===== src/rtl/rlpenc_pkg.sv =====
// rlpenc_pkg: shared types, codes and helpers of the rlp item and list encoder
`timescale 1ns / 1ps

package rlpenc_pkg;

  localparam int LEN_W   = 32;
  localparam int INT_W   = 64;
  localparam int CNT_W   = 4;
  localparam int QDEPTH  = 4;

  localparam logic [1:0] OP_STR  = 2'd0;
  localparam logic [1:0] OP_INT  = 2'd1;
  localparam logic [1:0] OP_LIST = 2'd2;

  localparam logic [7:0] HDR_STR_SHORT  = 8'h80;
  localparam logic [7:0] HDR_STR_LONG   = 8'hb7;
  localparam logic [7:0] HDR_LIST_SHORT = 8'hc0;
  localparam logic [7:0] HDR_LIST_LONG  = 8'hf7;
  localparam logic [7:0] SINGLE_LIM     = 8'h80;
  localparam logic [7:0] SHORT_MAX      = 8'd55;

  // one request as the serialiser sees it: header, value bytes, data byte
  typedef struct packed {
    logic              hdr_en;
    logic [7:0]        hdr_byte;
    logic              hdr_end;
    logic [CNT_W-1:0]  nval;
    logic [INT_W-1:0]  val;
    logic              val_end;
    logic              data_en;
    logic [7:0]        data_byte;
    logic              data_end;
    logic [CNT_W-1:0]  total;
  } desc_t;

  // count of significant big-endian bytes
  function automatic logic [CNT_W-1:0] min_bytes(input logic [INT_W-1:0] v);
    logic [CNT_W-1:0] n;
    n = '0;
    for (int i = 0; i < INT_W / 8; i++) begin
      if (v[8*i +: 8] != 8'h00) begin
        n = CNT_W'(i + 1);
      end
    end
    return n;
  endfunction

endpackage


===== src/rtl/rlpenc_front.sv =====
// rlpenc_front: classifies an incoming request into a byte descriptor
`timescale 1ns / 1ps

module rlpenc_front import rlpenc_pkg::*; #(
  parameter int LEN_BYTES = 4
) (
  input  logic [1:0]       operation,
  input  logic [7:0]       data_byte,
  input  logic [LEN_W-1:0] payload_length,
  input  logic [INT_W-1:0] int_value,
  input  logic             first_byte,
  input  logic             last_byte,
  output logic             desc_valid,
  output desc_t            desc
);

  logic [LEN_W-1:0] lenm;
  logic [CNT_W-1:0] nlen;
  logic [CNT_W-1:0] nint;

  always_comb begin
    lenm = '0;
    for (int i = 0; i < LEN_W / 8; i++) begin
      if (i < LEN_BYTES) begin
        lenm[8*i +: 8] = payload_length[8*i +: 8];
      end
    end
  end

  assign nlen = min_bytes({{(INT_W-LEN_W){1'b0}}, lenm});
  assign nint = min_bytes(int_value);

  always_comb begin
    desc       = '0;
    desc_valid = 1'b0;
    case (operation)
      OP_STR: begin
        desc_valid     = 1'b1;
        desc.data_en   = 1'b1;
        desc.data_byte = data_byte;
        desc.data_end  = last_byte;
        if (first_byte) begin
          if (payload_length == '0) begin
            desc.data_en  = 1'b0;
            desc.hdr_en   = 1'b1;
            desc.hdr_byte = HDR_STR_SHORT;
            desc.hdr_end  = 1'b1;
          end else if (!(payload_length == LEN_W'(1) && data_byte < SINGLE_LIM)) begin
            desc.hdr_en = 1'b1;
            if (lenm <= LEN_W'(SHORT_MAX)) begin
              desc.hdr_byte = HDR_STR_SHORT + lenm[7:0];
            end else begin
              desc.hdr_byte = HDR_STR_LONG + 8'(nlen);
              desc.nval     = nlen;
              desc.val      = {{(INT_W-LEN_W){1'b0}}, lenm};
            end
          end
        end
      end
      OP_INT: begin
        desc_valid  = 1'b1;
        desc.hdr_en = 1'b1;
        if (int_value == '0) begin
          desc.hdr_byte = HDR_STR_SHORT;
          desc.hdr_end  = 1'b1;
        end else if (int_value < INT_W'(SINGLE_LIM)) begin
          desc.hdr_byte = int_value[7:0];
          desc.hdr_end  = 1'b1;
        end else begin
          desc.hdr_byte = HDR_STR_SHORT + 8'(nint);
          desc.nval     = nint;
          desc.val      = int_value;
          desc.val_end  = 1'b1;
        end
      end
      OP_LIST: begin
        desc_valid  = 1'b1;
        desc.hdr_en = 1'b1;
        if (lenm <= LEN_W'(SHORT_MAX)) begin
          desc.hdr_byte = HDR_LIST_SHORT + lenm[7:0];
          desc.hdr_end  = (payload_length == '0);
        end else begin
          desc.hdr_byte = HDR_LIST_LONG + 8'(nlen);
          desc.nval     = nlen;
          desc.val      = {{(INT_W-LEN_W){1'b0}}, lenm};
        end
      end
      default: begin
        desc_valid = 1'b0;
      end
    endcase
    desc.total = CNT_W'(desc.hdr_en) + desc.nval + CNT_W'(desc.data_en);
  end

endmodule


===== src/rtl/rlpenc_queue.sv =====
// rlpenc_queue: short descriptor queue between classifier and serialiser
`timescale 1ns / 1ps

module rlpenc_queue import rlpenc_pkg::*; (
  input  logic  clk,
  input  logic  rst_n,
  input  logic  push,
  input  desc_t push_desc,
  output logic  full,
  input  logic  pop,
  output logic  head_valid,
  output desc_t head_desc
);

  localparam int PTR_W = $clog2(QDEPTH);

  desc_t            mem_r [QDEPTH];
  logic [PTR_W-1:0] wr_ptr_r, wr_ptr_nxt;
  logic [PTR_W-1:0] rd_ptr_r, rd_ptr_nxt;
  logic [PTR_W:0]   count_r, count_nxt;
  logic             do_push, do_pop;

  assign full       = (count_r == (PTR_W+1)'(QDEPTH));
  assign head_valid = (count_r != '0);
  assign head_desc  = mem_r[rd_ptr_r];
  assign do_push    = push && !full;
  assign do_pop     = pop && head_valid;

  always_comb begin
    wr_ptr_nxt = do_push ? wr_ptr_r + 1'b1 : wr_ptr_r;
    rd_ptr_nxt = do_pop ? rd_ptr_r + 1'b1 : rd_ptr_r;
    count_nxt  = count_r + (PTR_W+1)'(do_push) - (PTR_W+1)'(do_pop);
  end

  always_ff @(posedge clk) begin
    if (!rst_n) begin
      wr_ptr_r <= '0;
      rd_ptr_r <= '0;
      count_r  <= '0;
    end else begin
      wr_ptr_r <= wr_ptr_nxt;
      rd_ptr_r <= rd_ptr_nxt;
      count_r  <= count_nxt;
    end
  end

  always_ff @(posedge clk) begin
    if (do_push) begin
      mem_r[wr_ptr_r] <= push_desc;
    end
  end

endmodule


===== src/rtl/rlpenc_back.sv =====
// rlpenc_back: serialises descriptors into bytes behind an output register
`timescale 1ns / 1ps

module rlpenc_back import rlpenc_pkg::*; (
  input  logic       clk,
  input  logic       rst_n,
  input  logic       head_valid,
  input  desc_t      head_desc,
  output logic       head_pop,
  output logic       out_empty,
  input  logic       out_pop,
  output logic [7:0] out_byte,
  output logic       out_run_last,
  output logic       out_item_end
);

  logic [CNT_W-1:0] pos_r, pos_nxt;
  logic             ovalid_r, ovalid_nxt;
  logic [7:0]       obyte_r;
  logic             olast_r, oend_r;

  logic [CNT_W-1:0] j, k;
  logic [7:0]       cur_byte;
  logic             cur_end, cur_last, adv;

  always_comb begin
    j        = pos_r - CNT_W'(head_desc.hdr_en);
    k        = head_desc.nval - 1'b1 - j;
    cur_last = (pos_r == head_desc.total - 1'b1);
    if (head_desc.hdr_en && pos_r == '0) begin
      cur_byte = head_desc.hdr_byte;
      cur_end  = head_desc.hdr_end;
    end else if (j < head_desc.nval) begin
      cur_byte = head_desc.val[{k[2:0], 3'b000} +: 8];
      cur_end  = head_desc.val_end && (k == '0);
    end else begin
      cur_byte = head_desc.data_byte;
      cur_end  = head_desc.data_end;
    end
  end

  assign adv      = head_valid && (!ovalid_r || out_pop);
  assign head_pop = adv && cur_last;

  always_comb begin
    pos_nxt    = pos_r;
    ovalid_nxt = ovalid_r;
    if (adv) begin
      pos_nxt    = cur_last ? '0 : pos_r + 1'b1;
      ovalid_nxt = 1'b1;
    end else if (out_pop) begin
      ovalid_nxt = 1'b0;
    end
  end

  always_ff @(posedge clk) begin
    if (!rst_n) begin
      pos_r    <= '0;
      ovalid_r <= 1'b0;
    end else begin
      pos_r    <= pos_nxt;
      ovalid_r <= ovalid_nxt;
    end
  end

  always_ff @(posedge clk) begin
    if (adv) begin
      obyte_r <= cur_byte;
      olast_r <= cur_last;
      oend_r  <= cur_end;
    end
  end

  assign out_empty    = !ovalid_r;
  assign out_byte     = obyte_r;
  assign out_run_last = olast_r;
  assign out_item_end = oend_r;

endmodule


===== src/rtl/rlp_item_and_list_encoder.sv =====
// rlp_item_and_list_encoder: top level of the rlp byte-stream encoder
//
// Each request (string payload byte, integer, or list header) becomes one or
// more encoded bytes, one per result, in request order. The classifier takes a
// request every cycle into a four-entry descriptor queue; the serialiser emits
// one byte per cycle while results are popped, and a request yields one byte
// for a plain string byte, up to LEN_BYTES+2 for the first byte of a long
// string, up to nine for an integer. Requests keep arriving at one per cycle
// until the queue fills, and the output register lets a finished byte wait
// while the next one is prepared. A request with an unused operation code is
// dropped without any result.
`timescale 1ns / 1ps

module rlp_item_and_list_encoder import rlpenc_pkg::*; #(
  parameter int LEN_BYTES = 4
) (
  input  logic             clk,
  input  logic             rst_n,
  input  logic             in_push,
  output logic             in_full,
  input  logic [1:0]       in_operation,
  input  logic [7:0]       in_data_byte,
  input  logic [LEN_W-1:0] in_payload_length,
  input  logic [INT_W-1:0] in_int_value,
  input  logic             in_first_byte,
  input  logic             in_last_byte,
  output logic             out_empty,
  input  logic             out_pop,
  output logic [7:0]       out_byte,
  output logic             out_run_last,
  output logic             out_item_end
);

  desc_t front_desc, head_desc;
  logic  front_valid, head_valid, head_pop;

  rlpenc_front #(
    .LEN_BYTES(LEN_BYTES)
  ) u_front (
    .operation      (in_operation),
    .data_byte      (in_data_byte),
    .payload_length (in_payload_length),
    .int_value      (in_int_value),
    .first_byte     (in_first_byte),
    .last_byte      (in_last_byte),
    .desc_valid     (front_valid),
    .desc           (front_desc)
  );

  rlpenc_queue u_queue (
    .clk        (clk),
    .rst_n      (rst_n),
    .push       (in_push && front_valid),
    .push_desc  (front_desc),
    .full       (in_full),
    .pop        (head_pop),
    .head_valid (head_valid),
    .head_desc  (head_desc)
  );

  rlpenc_back u_back (
    .clk          (clk),
    .rst_n        (rst_n),
    .head_valid   (head_valid),
    .head_desc    (head_desc),
    .head_pop     (head_pop),
    .out_empty    (out_empty),
    .out_pop      (out_pop),
    .out_byte     (out_byte),
    .out_run_last (out_run_last),
    .out_item_end (out_item_end)
  );

endmodule

===== config.mk =====
export PLATFORM = sky130hd
export DESIGN_NAME = rlp_item_and_list_encoder
export DESIGN_NICKNAME = d
export VERILOG_FILES = /design/src/rtl/rlpenc_pkg.sv /design/src/rtl/rlpenc_front.sv /design/src/rtl/rlpenc_queue.sv /design/src/rtl/rlpenc_back.sv /design/src/rtl/rlp_item_and_list_encoder.sv
export SDC_FILE = /design/constraint.sdc
export NUM_CORES = 1
export LEC_CHECK = 0
export BUFFER_PORTS_ARGS = -buffer_cell sky130_fd_sc_hd__buf_2
export CAP_MARGIN = 20
export CORE_MARGIN = 1.5
export CORE_UTILIZATION = 51
export DETAILED_ROUTE_END_ITERATION = 7
export GPL_TIMING_DRIVEN = 0
export PLACE_DENSITY = 0.69
export SYNTH_ARGS = -nofsm -noshare
export SYNTH_HDL_FRONTEND = slang
export SYNTH_SLANG_ARGS = --single-unit
export TNS_END_PERCENT = 50

===== constraint.sdc =====
create_clock -name clk -period 6 [get_ports clk]
set_clock_uncertainty 0.1 [all_clocks]
set_input_delay 0 -clock clk [delete_from_list [all_inputs] [get_ports clk]]
set_output_delay 0 -clock clk [all_outputs]
set_load 0.05 [all_outputs]

==> flow_summary.toml, run 1 <==
[clock_tree]
clk_latency_ns = 0.54
clock-root-buffer = "clkbuf_16"
cts_tree = "done"
numCtsBuffers = 41
clock_sinks = 392
post_cts_buffers = 0
path_clk_slew_ns = 0.06
cts.path.max_buffers = 3
cts-htree-levels = 2

[die]
die_y_um = 185
fp.dieW_um = 185
rows = 66
dieArea_um2 = 34300
start_util_pct = 51.9
coreArea_um2 = 32600
io_pins = 124

[power]
power_density_nw_per_um2 = 382
p_total_w = 0.00786
p_clk_share_pct = 30.3
p_comb_share_pct = 26.6
switching_power_w = 0.00234
internal_power_w = 0.00553
power.static_leakage_nw = 7.00
seqPwrFrac_pct = 43.1
ir_drop_v = 0.000240
switching_share_pct = 29.7

[route]
drt-pass1-iter-count = 5
drtIter0Drc = 932
drtAntennaViolNets = 0
vias = 10100
wl_per_cell_um = 23.9
post_drt_via_cell_ratio = 5.84
postRouteWirelength_um = 41100
drc = 0

[global_routing]
grt_first_pass_wirelength_um = 61600
grt_antenna_before_repair = 1
use_met2_pct = 40.0
grt-ovfl-total = 0
grtUsageTotal_pct = 24.9
grt_max_degree = 59
gr-usage-met1_pct = 34.2
top_usage_layer = "met2"
grt_pass1_vias = 10200
met3_usage_pct = 4.56

[status]
status = "finished clean"

[worst_setup_path]
r2r_slack_ns = 0.48
rr_endpoint = "u_back.out_byte[6]$_DFFE_PP_"
startpoint_type = "flop"
worstPathMaxFanout = 10
required_ns = 6.15
reg2reg_depth = 11
end_kind = "flop"
critPathArrivalTime_ns = 5.66
crit_type = "flop to flop"

[logic_synthesis]
syn_inst = 971
avgSynthCellArea_um2 = 17.4
synth_area_um2 = 16900
synth_top_cell_by_area = "edfxtp_1"
seq_area_frac_synth_pct = 68.7
ys_seq_elements = 392
synth_edf_count = 378
synth.distinct_cells = 57
syn-num-nets = 1113
synth.top_cell.area_share_pct = 67.1
synthFlopType = "edfxtp_1"
ys.warnings.count = 0
async_reset_ff_share_pct = 0
ys_top_cells_by_area = "edfxtp_1, mux4_2, ha_1"

[layout]
seq_area_um2 = 11600
drive_gt1_share_pct = 24.4
antenna_cells = 0
multi_input_area_um2 = 4950
nFillCells = 2269
layout_commonest_cell = "edfxtp_1"
final_cell_mix = "edfxtp_1, buf_2, dlygate4sd3_1"
finalNonFillerCells = 1721
syn2layout_area_growth_pct = 21.5
nets = 1391

[place]
gp_congestion = 0.856
portBuffers = 123
dp_hpwl_um = 26700
place_inst = 1541
pre_cts_ws_ns = -0.235

[timing]
layout_min_cycle_time_ns = 5.52
slew_headroom_pct = 31.0
setup_slack_ns = 0.485
max_freq_mhz = 181
setup-tns-final_ns = 0
rsz0062_at_grt = "no"
final_hold_viol_count = 0
min_period_over_period_pct = 91.9
slew_viol_final = 0
worst_pin_slew_ns = 1.02
fin_hold_ws_ns = 0.0142
finalSetupViolCount = 0

[min_path]
hp-class = "input pin to flop"
holdPathStages = 3
worst_hold_startpoint = "in_int_value[3]"
hold_end = "u_queue.mem_r[3][18]$_DFFE_PP_"

[flow_run]
cap_violations = 0
[logic make-up (layout without fill, tap and decap cells)]
| kind of cell | count (synthesis) | after routing | share of synthesized area [%] |
|---|---|---|---|
| flip-flops | 392 | 392 | 68.7 |
| buffers and inverters | 90 | 398 | 2.11 |
| adder cells (fa/ha/maj) | 30 | 30 | 2.35 |
| AO/OA/AOI/OAI | 108 | 108 | 4.49 |
| AND/OR/NAND/NOR | 220 | 220 | 7.33 |
| multiplexers | 112 | 112 | 14.0 |
| XOR/XNOR | 19 | 19 | 0.983 |
[per-stage QoR]
step	utilization, %	cell area [um2]
6_report	63.0	20600
5_1_grt	63.0	20600
4_1_cts	63.0	20600
3_5_place_dp	55.9	18200
3_3_place_gp	55.5	18100
2_1_floorplan	-	16900
[cells in the mapped netlist, drive strengths merged (5+ instances only)]
library cell and count:
edfxtp 378, dfxtp 14, xor2 8, or3 9
and2 54, a211oi 18, nor2 46, nor2b 23
xnor2 11, o21ai 10, a31oi 6, a32oi 8
inv 41, o22ai 8, mux4 100, ha 27
nand2 27, nand4 7, a22oi 24, a21oi 13
buf 16, mux2i 11, clkbuf 33, nor3 5
nor4 22
[worst max path at each step]
stage / endpoint / cells after the start
final: u_back.out_byte[6]$_DFFE_PP_ / 11
after CTS: u_back.out_byte[1]$_DFFE_PP_ / 11
after global placement: u_back.out_byte[1]$_DFFE_PP_ / 12
after detailed placement: u_back.out_byte[1]$_DFFE_PP_ / 12
after global routing: u_back.out_byte[6]$_DFFE_PP_ / 11
after floorplan: u_back.out_byte[3]$_DFFE_PP_ / 12
[worst max-delay path, stage by stage (launching register included)]
cell     delay [ns]
dfxtp_1        0.42
buf_6          0.22
buf_2          0.40
buf_2          0.43
buf_2          0.47
mux4_2         0.62
ha_1           0.25
fa_2           0.76
buf_2          0.38
mux4_2         0.61
nor2b_1        0.16
or3_1          0.39
[metal layers]
layer / wire length, um / vias to the layer above
met4: 1440 / 0
met5: 0 / -
met2: 20000 / 440
met1: 16600 / 5071
met3: 3060 / 87
li1: - / 4454
[area by class of cell]
cell class | count | share of cell area, %
multi-input combinational | 489 | 24.1
buffer | 48 | 0.986
timing repair buffer | 236 | 8.82
tap | 442 | 2.69
clock inverter | 25 | 0.992
inverter | 41 | 0.748
clock buffer | 48 | 5.12
sequential | 392 | 56.6
[power by group through the flow]
stage          Clock (W)  Combinational (W)  Sequential [W]
3_3_place_gp           0            0.00196         0.00347
5_1_grt          0.00253            0.00224         0.00341
6_report         0.00238            0.00209         0.00339
3_5_place_dp           0            0.00201         0.00345
2_1_floorplan          0            0.00119         0.00357
4_1_cts          0.00242            0.00209         0.00339
[state kept, by name, indices dropped and copies added (netlist names), named ones only]
| name | cells |
|---|---|
| u_back.pos_r | 4 |
| u_back.out_item_end | 1 |
| u_back.ovalid_r | 1 |
| u_queue.mem_r | 368 |
| u_queue.wr_ptr_r | 2 |
| u_back.out_byte | 8 |
| u_back.out_run_last | 1 |
| u_queue.count_r | 3 |
| u_queue.rd_ptr_r | 2 |
[timing repair]
item	in CTS	in global routing
endpoints found under the setup margin	8	7
gates resized for setup	1	3
hold buffers	108	0
endpoints found under the hold margin	328	0
(Power assumes the default switching activity.)
==> run 2: changes to the inputs <==
--- a/config.mk
+++ b/config.mk
@@ -5,6 +5,7 @@
 export SDC_FILE = /design/constraint.sdc
 export NUM_CORES = 1
 export LEC_CHECK = 0
+export ABC_AREA = 1
 export BUFFER_PORTS_ARGS = -buffer_cell sky130_fd_sc_hd__buf_2
 export CAP_MARGIN = 20
 export CORE_MARGIN = 1.5
==> run 2 against run 1 <==
Compared with the run above:
- the flow now finishes with violations (DRC)
- sequential share of layout area shrank 2.8 points
- combinational power grew 36%
- critical path type unchanged
- power grew 12%
==> flow_summary.toml, run 2 <==
[status]
status = "complete, but fails checks"
violations = "DRC"

[clock_tree]
numCtsBuffers = 41
post_cts_buffers = 0
clk_latency_ns = 0.54
cts.path.max_buffers = 3
path_clk_slew_ns = 0.06
cts_resized = 0
clock-root-buffer = "clkbuf_16"
clock_sinks = 392
cts_tree = "done"
hold_buffers = 108
cts-htree-levels = 2

[layout]
syn2layout_area_growth_pct = 22.2
finalNonFillerCells = 2464
nFillCells = 2740
final_util_pct = 63.0
final_area_um2 = 21700
nets = 2118
final_cell_mix = "edfxtp_1, nor2_1, nand2_1"
largest_register = "u_queue.mem_r"
drive_gt1_share_pct = 12.8
largest_register_ffs = 368
layout_commonest_cell = "edfxtp_1"

[place]
place_area_um2 = 19200
pre_cts_ws_ns = 0.919
place_inst = 2279
portBuffers = 122
gp_congestion = 0.969
dp_hpwl_um = 37400

[logic_synthesis]
synth_top_family_by_area = "simple AND/OR/NAND/NOR gates"
syn_inst = 1689
synthFlopType = "edfxtp_1"
synth.distinct_cells = 37
ys.warnings.count = 0
synth_top_cell_by_area = "edfxtp_1"
ys_seq_elements = 392
avgSynthCellArea_um2 = 10.5
synth_area_um2 = 17700
synth.top_cell.area_share_pct = 64.1
ys_top_cells_by_area = "edfxtp_1, nor2_1, nand2_1"
synthAdderAreaFrac_pct = 2.25
synth.area.mux_share_pct = 0
async_reset_ff_share_pct = 0
synth.most_common_cell = "edfxtp_1"
seq_area_frac_synth_pct = 65.7
synth_simple_gate_area_share_pct = 16.9
synth-compound-area-share_pct = 10.1
syn-num-nets = 1831
synth_common_cells = "edfxtp_1, nor2_1, nand2_1, o21ai_0, inv_1"
synth-xor-area-share_pct = 0.494
synth_edf_count = 378

[global_routing]
grt_first_pass_wirelength_um = 83200
grt-ovfl-total = 0
grt_pass1_vias = 14000
grt_max_degree = 29
grtUsageTotal_pct = 31.3
grt_antenna_before_repair = 2

[timing]
setup_slack_ns = 0.805
layout_min_cycle_time_ns = 5.19
max_freq_mhz = 193
rsz0062_at_grt = "no"
slew_headroom_pct = 20.7
min_period_over_period_pct = 86.6
worst_pin_slew_ns = 1.18
slew_viol_final = 0
fin_hold_ws_ns = 0.0124
finalSetupViolCount = 0
final_hold_viol_count = 0

[die]
io_pins = 124
start_util_pct = 51.5
fp.dieW_um = 189
die_y_um = 189
coreArea_um2 = 34400
rows = 68
dieArea_um2 = 35900

[flow_run]
cap_violations = 0

[route]
drc = 9
post_drt_via_cell_ratio = 5.83
drtAntennaViolNets = 0
wl_per_cell_um = 22.5
vias = 14400
drt-pass1-iter-count = 8
drtIter0Drc = 1902
postRouteWirelength_um = 55400

[worst_setup_path]
slowest_stage = "nor2_1"
path_buf_inv = 6
end_kind = "flop"
cpPeakStageDelay_ns = 0.61
cpMostUsedCell = "clkbuf_1"
path_cells = "buf_2, inv_1, clkbuf_1, clkbuf_1, o21ai_0, o22ai_1, ha_1, fa_1, clkbuf_1, nor2_1, clkbuf_1, a21oi_1, nand2_1, nand3_1, a21oi_1"
critPathArrivalTime_ns = 5.46
required_ns = 6.27
startpoint_type = "flop"
critPathTopFamily = "buffers and inverters"
worstPathMaxFanout = 10
crit_type = "flop to flop"

[power]
power_density_nw_per_um2 = 406
power.static_leakage_nw = 8.31
ir_drop_v = 0.000356

[min_path]
worst_hold_startpoint = "in_int_value[27]"
hp-class = "input pin to flop"
run 2: changes by cell type in the layout (fill, tap and decap cells not counted), sizes merged, moves of 38 or more:
cell | before | now
and2 | 54 | 2
nor2 | 46 | 366
buf | 144 | 182
inv | 43 | 109
o21ai | 10 | 173
nand3 | 4 | 105
mux4 | 100 | 0
nand2 | 27 | 260
run 2: report_power, final:
part / total [W] / switching [W] / internal (W)
clock: 0.00253 / 0.00104 / 0.00149
sequential: 0.00340 / 0.0000701 / 0.00332
combinational: 0.00285 / 0.00205 / 0.000797
run 2: layout make-up:
cell class | count | area [um2] | share of cell area, %
diodes | 1 | 2.50 | 0.0116
repair buffers | 244 | 2000 | 9.22
flip-flops and latches | 392 | 11600 | 53.7
inverters | 112 | 420 | 1.94
well taps | 455 | 569 | 2.63
multi-input cells | 1098 | 5280 | 24.4
clock buffers | 51 | 1120 | 5.15
plain buffers | 87 | 408 | 1.88
clock inverters | 24 | 224 | 1.03
run 2: worst min-delay path, delay by kind of cell:
family | cells | cell delay [ns]
buf+inv | 1 | 0.11
compound gates | 1 | 0.21
simple gates | 1 | 0.14
run 2: path summary, 6_finish.rpt:
kind / endpoint / slack (ns) / cells past startpoint
worst max register to register: u_back.out_byte[3]$_DFFE_PP_ / 0.81 / 15
worst min register to register: u_queue.rd_ptr_r[1]$_SDFFE_PN0P_ / 0.39 / 2
worst max-delay path: u_back.out_byte[3]$_DFFE_PP_ / 0.81 / 15
worst min-delay path: u_queue.mem_r[3][42]$_DFFE_PP_ / 0.01 / 3
run 2: cell families (layout without fill, tap and decap cells):
group	Yosys count	after routing
AOI/OAI and AO/OA	312	312
xor gates and xnor gates	10	10
adders and majority gates	30	30
buffers and inverters	199	518
DFF	392	392
other	0	1
and+or+nand+nor	746	746
run 2: through the flow:
| stage | power (W) | TNS [ns] |
|---|---|---|
| 5_1_grt | 0.00911 | 0 |
| 3_5_place_dp | 0.00611 | 0 |
| 2_1_floorplan | 0.00506 | 0 |
| 4_1_cts | 0.00868 | 0 |
| 3_3_place_gp | 0.00607 | -957.85 |
| 6_report | 0.00878 | 0 |
run 2: per-layer routing:
metal | share of wire [%] | up-vias | track usage (%)
li1 | - | 6447 | -
met1 | 38 | 6783 | 41.4
met2 | 46 | 935 | 49.5
met3 | 10 | 207 | 5.65
met4 | 6.2 | 0 | 16.8
met5 | 0 | - | 0
==> run 3: changes to the inputs <==
--- a/config.mk
+++ b/config.mk
@@ -9,10 +9,9 @@
 export BUFFER_PORTS_ARGS = -buffer_cell sky130_fd_sc_hd__buf_2
 export CAP_MARGIN = 20
 export CORE_MARGIN = 1.5
-export CORE_UTILIZATION = 51
+export CORE_UTILIZATION = 45
 export DETAILED_ROUTE_END_ITERATION = 7
 export GPL_TIMING_DRIVEN = 0
-export PLACE_DENSITY = 0.69
 export SYNTH_ARGS = -nofsm -noshare
 export SYNTH_HDL_FRONTEND = slang
 export SYNTH_SLANG_ARGS = --single-unit
==> run 3 against run 2 <==
Compared with the run above:
- the flow now finishes without violations
- non-clock buffer count decreased by 1
- count of clock-buffer cells in the layout shrank 1
- wire length decreased by 2.7%
- sequential power barely moved
- die area up 13%
- sequential cell count stayed put
- first-iteration DRC count is 24% lower
- design area is 0.69% lower
- critical endpoint is now u_back.out_byte[5]$_DFFE_PP_
- largest cell class unchanged
==> flow_summary.toml, run 3 (synthesis gave the netlist of run 2 again) <==
[status]
status = "finished clean"

[layout]
antenna_cells = 0
drive_gt1_share_pct = 12.2
largest_register = "u_queue.mem_r"
largest_register_ffs = 368
nets = 2117
final_cell_mix = "edfxtp_1, nor2_1, nand2_1"
syn2layout_area_growth_pct = 21.4
layout_commonest_cell = "edfxtp_1"

[timing]
rsz0062_at_grt = "no"
final_hold_viol_count = 0
min_period_over_period_pct = 85.0
slew_headroom_pct = 22.4
layout_min_cycle_time_ns = 5.10
max_freq_mhz = 196
setup_slack_ns = 0.898
setup-tns-final_ns = 0
worst_pin_slew_ns = 1.16
finalSetupViolCount = 0
slew_viol_final = 0

[clock_tree]
clock_sinks = 392
cts.path.max_buffers = 3
path_clk_slew_ns = 0.06
numCtsBuffers = 41
clock-root-buffer = "clkbuf_16"
cts_tree = "done"
cts-htree-levels = 2
clk_latency_ns = 0.55
cts_resized = 0

[die]
rows = 72
io_pins = 124
start_util_pct = 45.7
dieArea_um2 = 40600
die_y_um = 201
coreArea_um2 = 38700
fp.dieW_um = 201

[worst_setup_path]
slowest_stage = "clkbuf_1"
cpPeakStageDelay_ns = 0.63
critPathArrivalTime_ns = 5.37
end_kind = "flop"
worstPathMaxFanout = 10
crit_type = "flop to flop"
cpMostUsedCell = "clkbuf_1"
required_ns = 6.26
startpoint_type = "flop"
path_cells = "buf_2, clkbuf_1, clkbuf_1, o21ai_0, o22ai_1, ha_1, fa_1, clkbuf_1, nor2_1, clkbuf_1, a21oi_1, nand2_1, nand3_1, a21oi_1"

[route]
post_drt_via_cell_ratio = 5.50
vias = 13900
drtIter0Drc = 1437
wl_per_cell_um = 21.4
postRouteWirelength_um = 53900
drt-pass1-iter-count = 6
drc = 0
drtAntennaViolNets = 0

[global_routing]
grt_first_pass_wirelength_um = 80300
gr-usage-met1_pct = 38.2
grt-ovfl-total = 0
grt_max_degree = 28
use_met2_pct = 41.8
top_usage_layer = "met2"
grt_antenna_before_repair = 0
met3_usage_pct = 4.28
grtUsageTotal_pct = 26.5
grt_pass1_vias = 13200

[power]
ir_drop_v = 0.000252
power.static_leakage_nw = 8.20
p_clk_share_pct = 26.8
p_comb_share_pct = 33.0
switching_power_w = 0.00308
internal_power_w = 0.00536
seqPwrFrac_pct = 40.1
switching_share_pct = 36.5
power_density_nw_per_um2 = 393

[place]
dp_hpwl_um = 36800
portBuffers = 122
pre_cts_ws_ns = 0.932
gp_congestion = 0.877

[min_path]
worst_hold_startpoint = "in_payload_length[1]"
hp-class = "input pin to flop"

[flow_run]
cap_violations = 0
## run 3: area by class of cell
type | instances | area [um2]
repair buffers | 243 | 1940
clock buffers | 50 | 1060
flip-flops and latches | 392 | 11600
fillers | 3332 | 17200
clock inverters | 23 | 108
multi-input cells | 1098 | 5280
well taps | 518 | 648
inverters | 112 | 420
plain buffers | 87 | 408
## run 3: per-layer routing
layer	up-vias	routed length, um
met5	-	0
met4	0	1130
met3	65	4680
met2	649	24500
met1	6721	23600
li1	6440	-
## run 3: power groups by stage
stage	logic [W]	registers, W	clock network [W]
floorplan	0.00147	0.00359	0
global placement	0.00261	0.00350	0
detailed placement	0.00267	0.00345	0
CTS	0.00274	0.00339	0.00228
global route	0.00299	0.00341	0.00238
finish	0.00279	0.00339	0.00227
## run 3: worst paths after layout
| path | endpoint | slack [ns] | depth (start not counted) |
|---|---|---|---|
| worst min register to register | u_queue.rd_ptr_r[1]$_SDFFE_PN0P_ | 0.40 | 2 |
| worst max-delay path | u_back.out_byte[5]$_DFFE_PP_ | 0.90 | 14 |
| worst max register to register | u_back.out_byte[5]$_DFFE_PP_ | 0.90 | 14 |
| worst min-delay path | u_queue.mem_r[1][85]$_DFFE_PP_ | 0.02 | 5 |
## run 3: per-stage QoR
step / cells / utilization, % / hold slack (ns) / instance area, um2 / total power [W]
floorplan: 1689 / - / 0.115 / 17700 / 0.00506
global placement: 2329 / 49.0 / 0.229 / 19000 / 0.00611
detailed placement: 2341 / 49.7 / 0.244 / 19200 / 0.00612
CTS: 2522 / 55.5 / 0.00402 / 21500 / 0.00842
global route: 2523 / 55.5 / 0.0325 / 21500 / 0.00878
finish: 2523 / 55.5 / 0.0152 / 21500 / 0.00845
## run 3: what timing repair did
| action | CTS | global route |
|---|---|---|
| setup buffers | 0 | 0 |
| hold endpoints to repair | 326 | 0 |
| hold buffers | 108 | 0 |
| endpoints found under the setup margin | 0 | 0 |
## run 3: worst max-delay path: cells and delay by family (launching register included)
kind | cells | cell delay (ns)
flip-flops | 1 | 0.30
AO/OA/AOI/OAI | 4 | 0.91
AND/OR/NAND/NOR | 3 | 0.90
adder cells (fa/ha/maj) | 2 | 0.66
buffers and inverters | 5 | 2.04
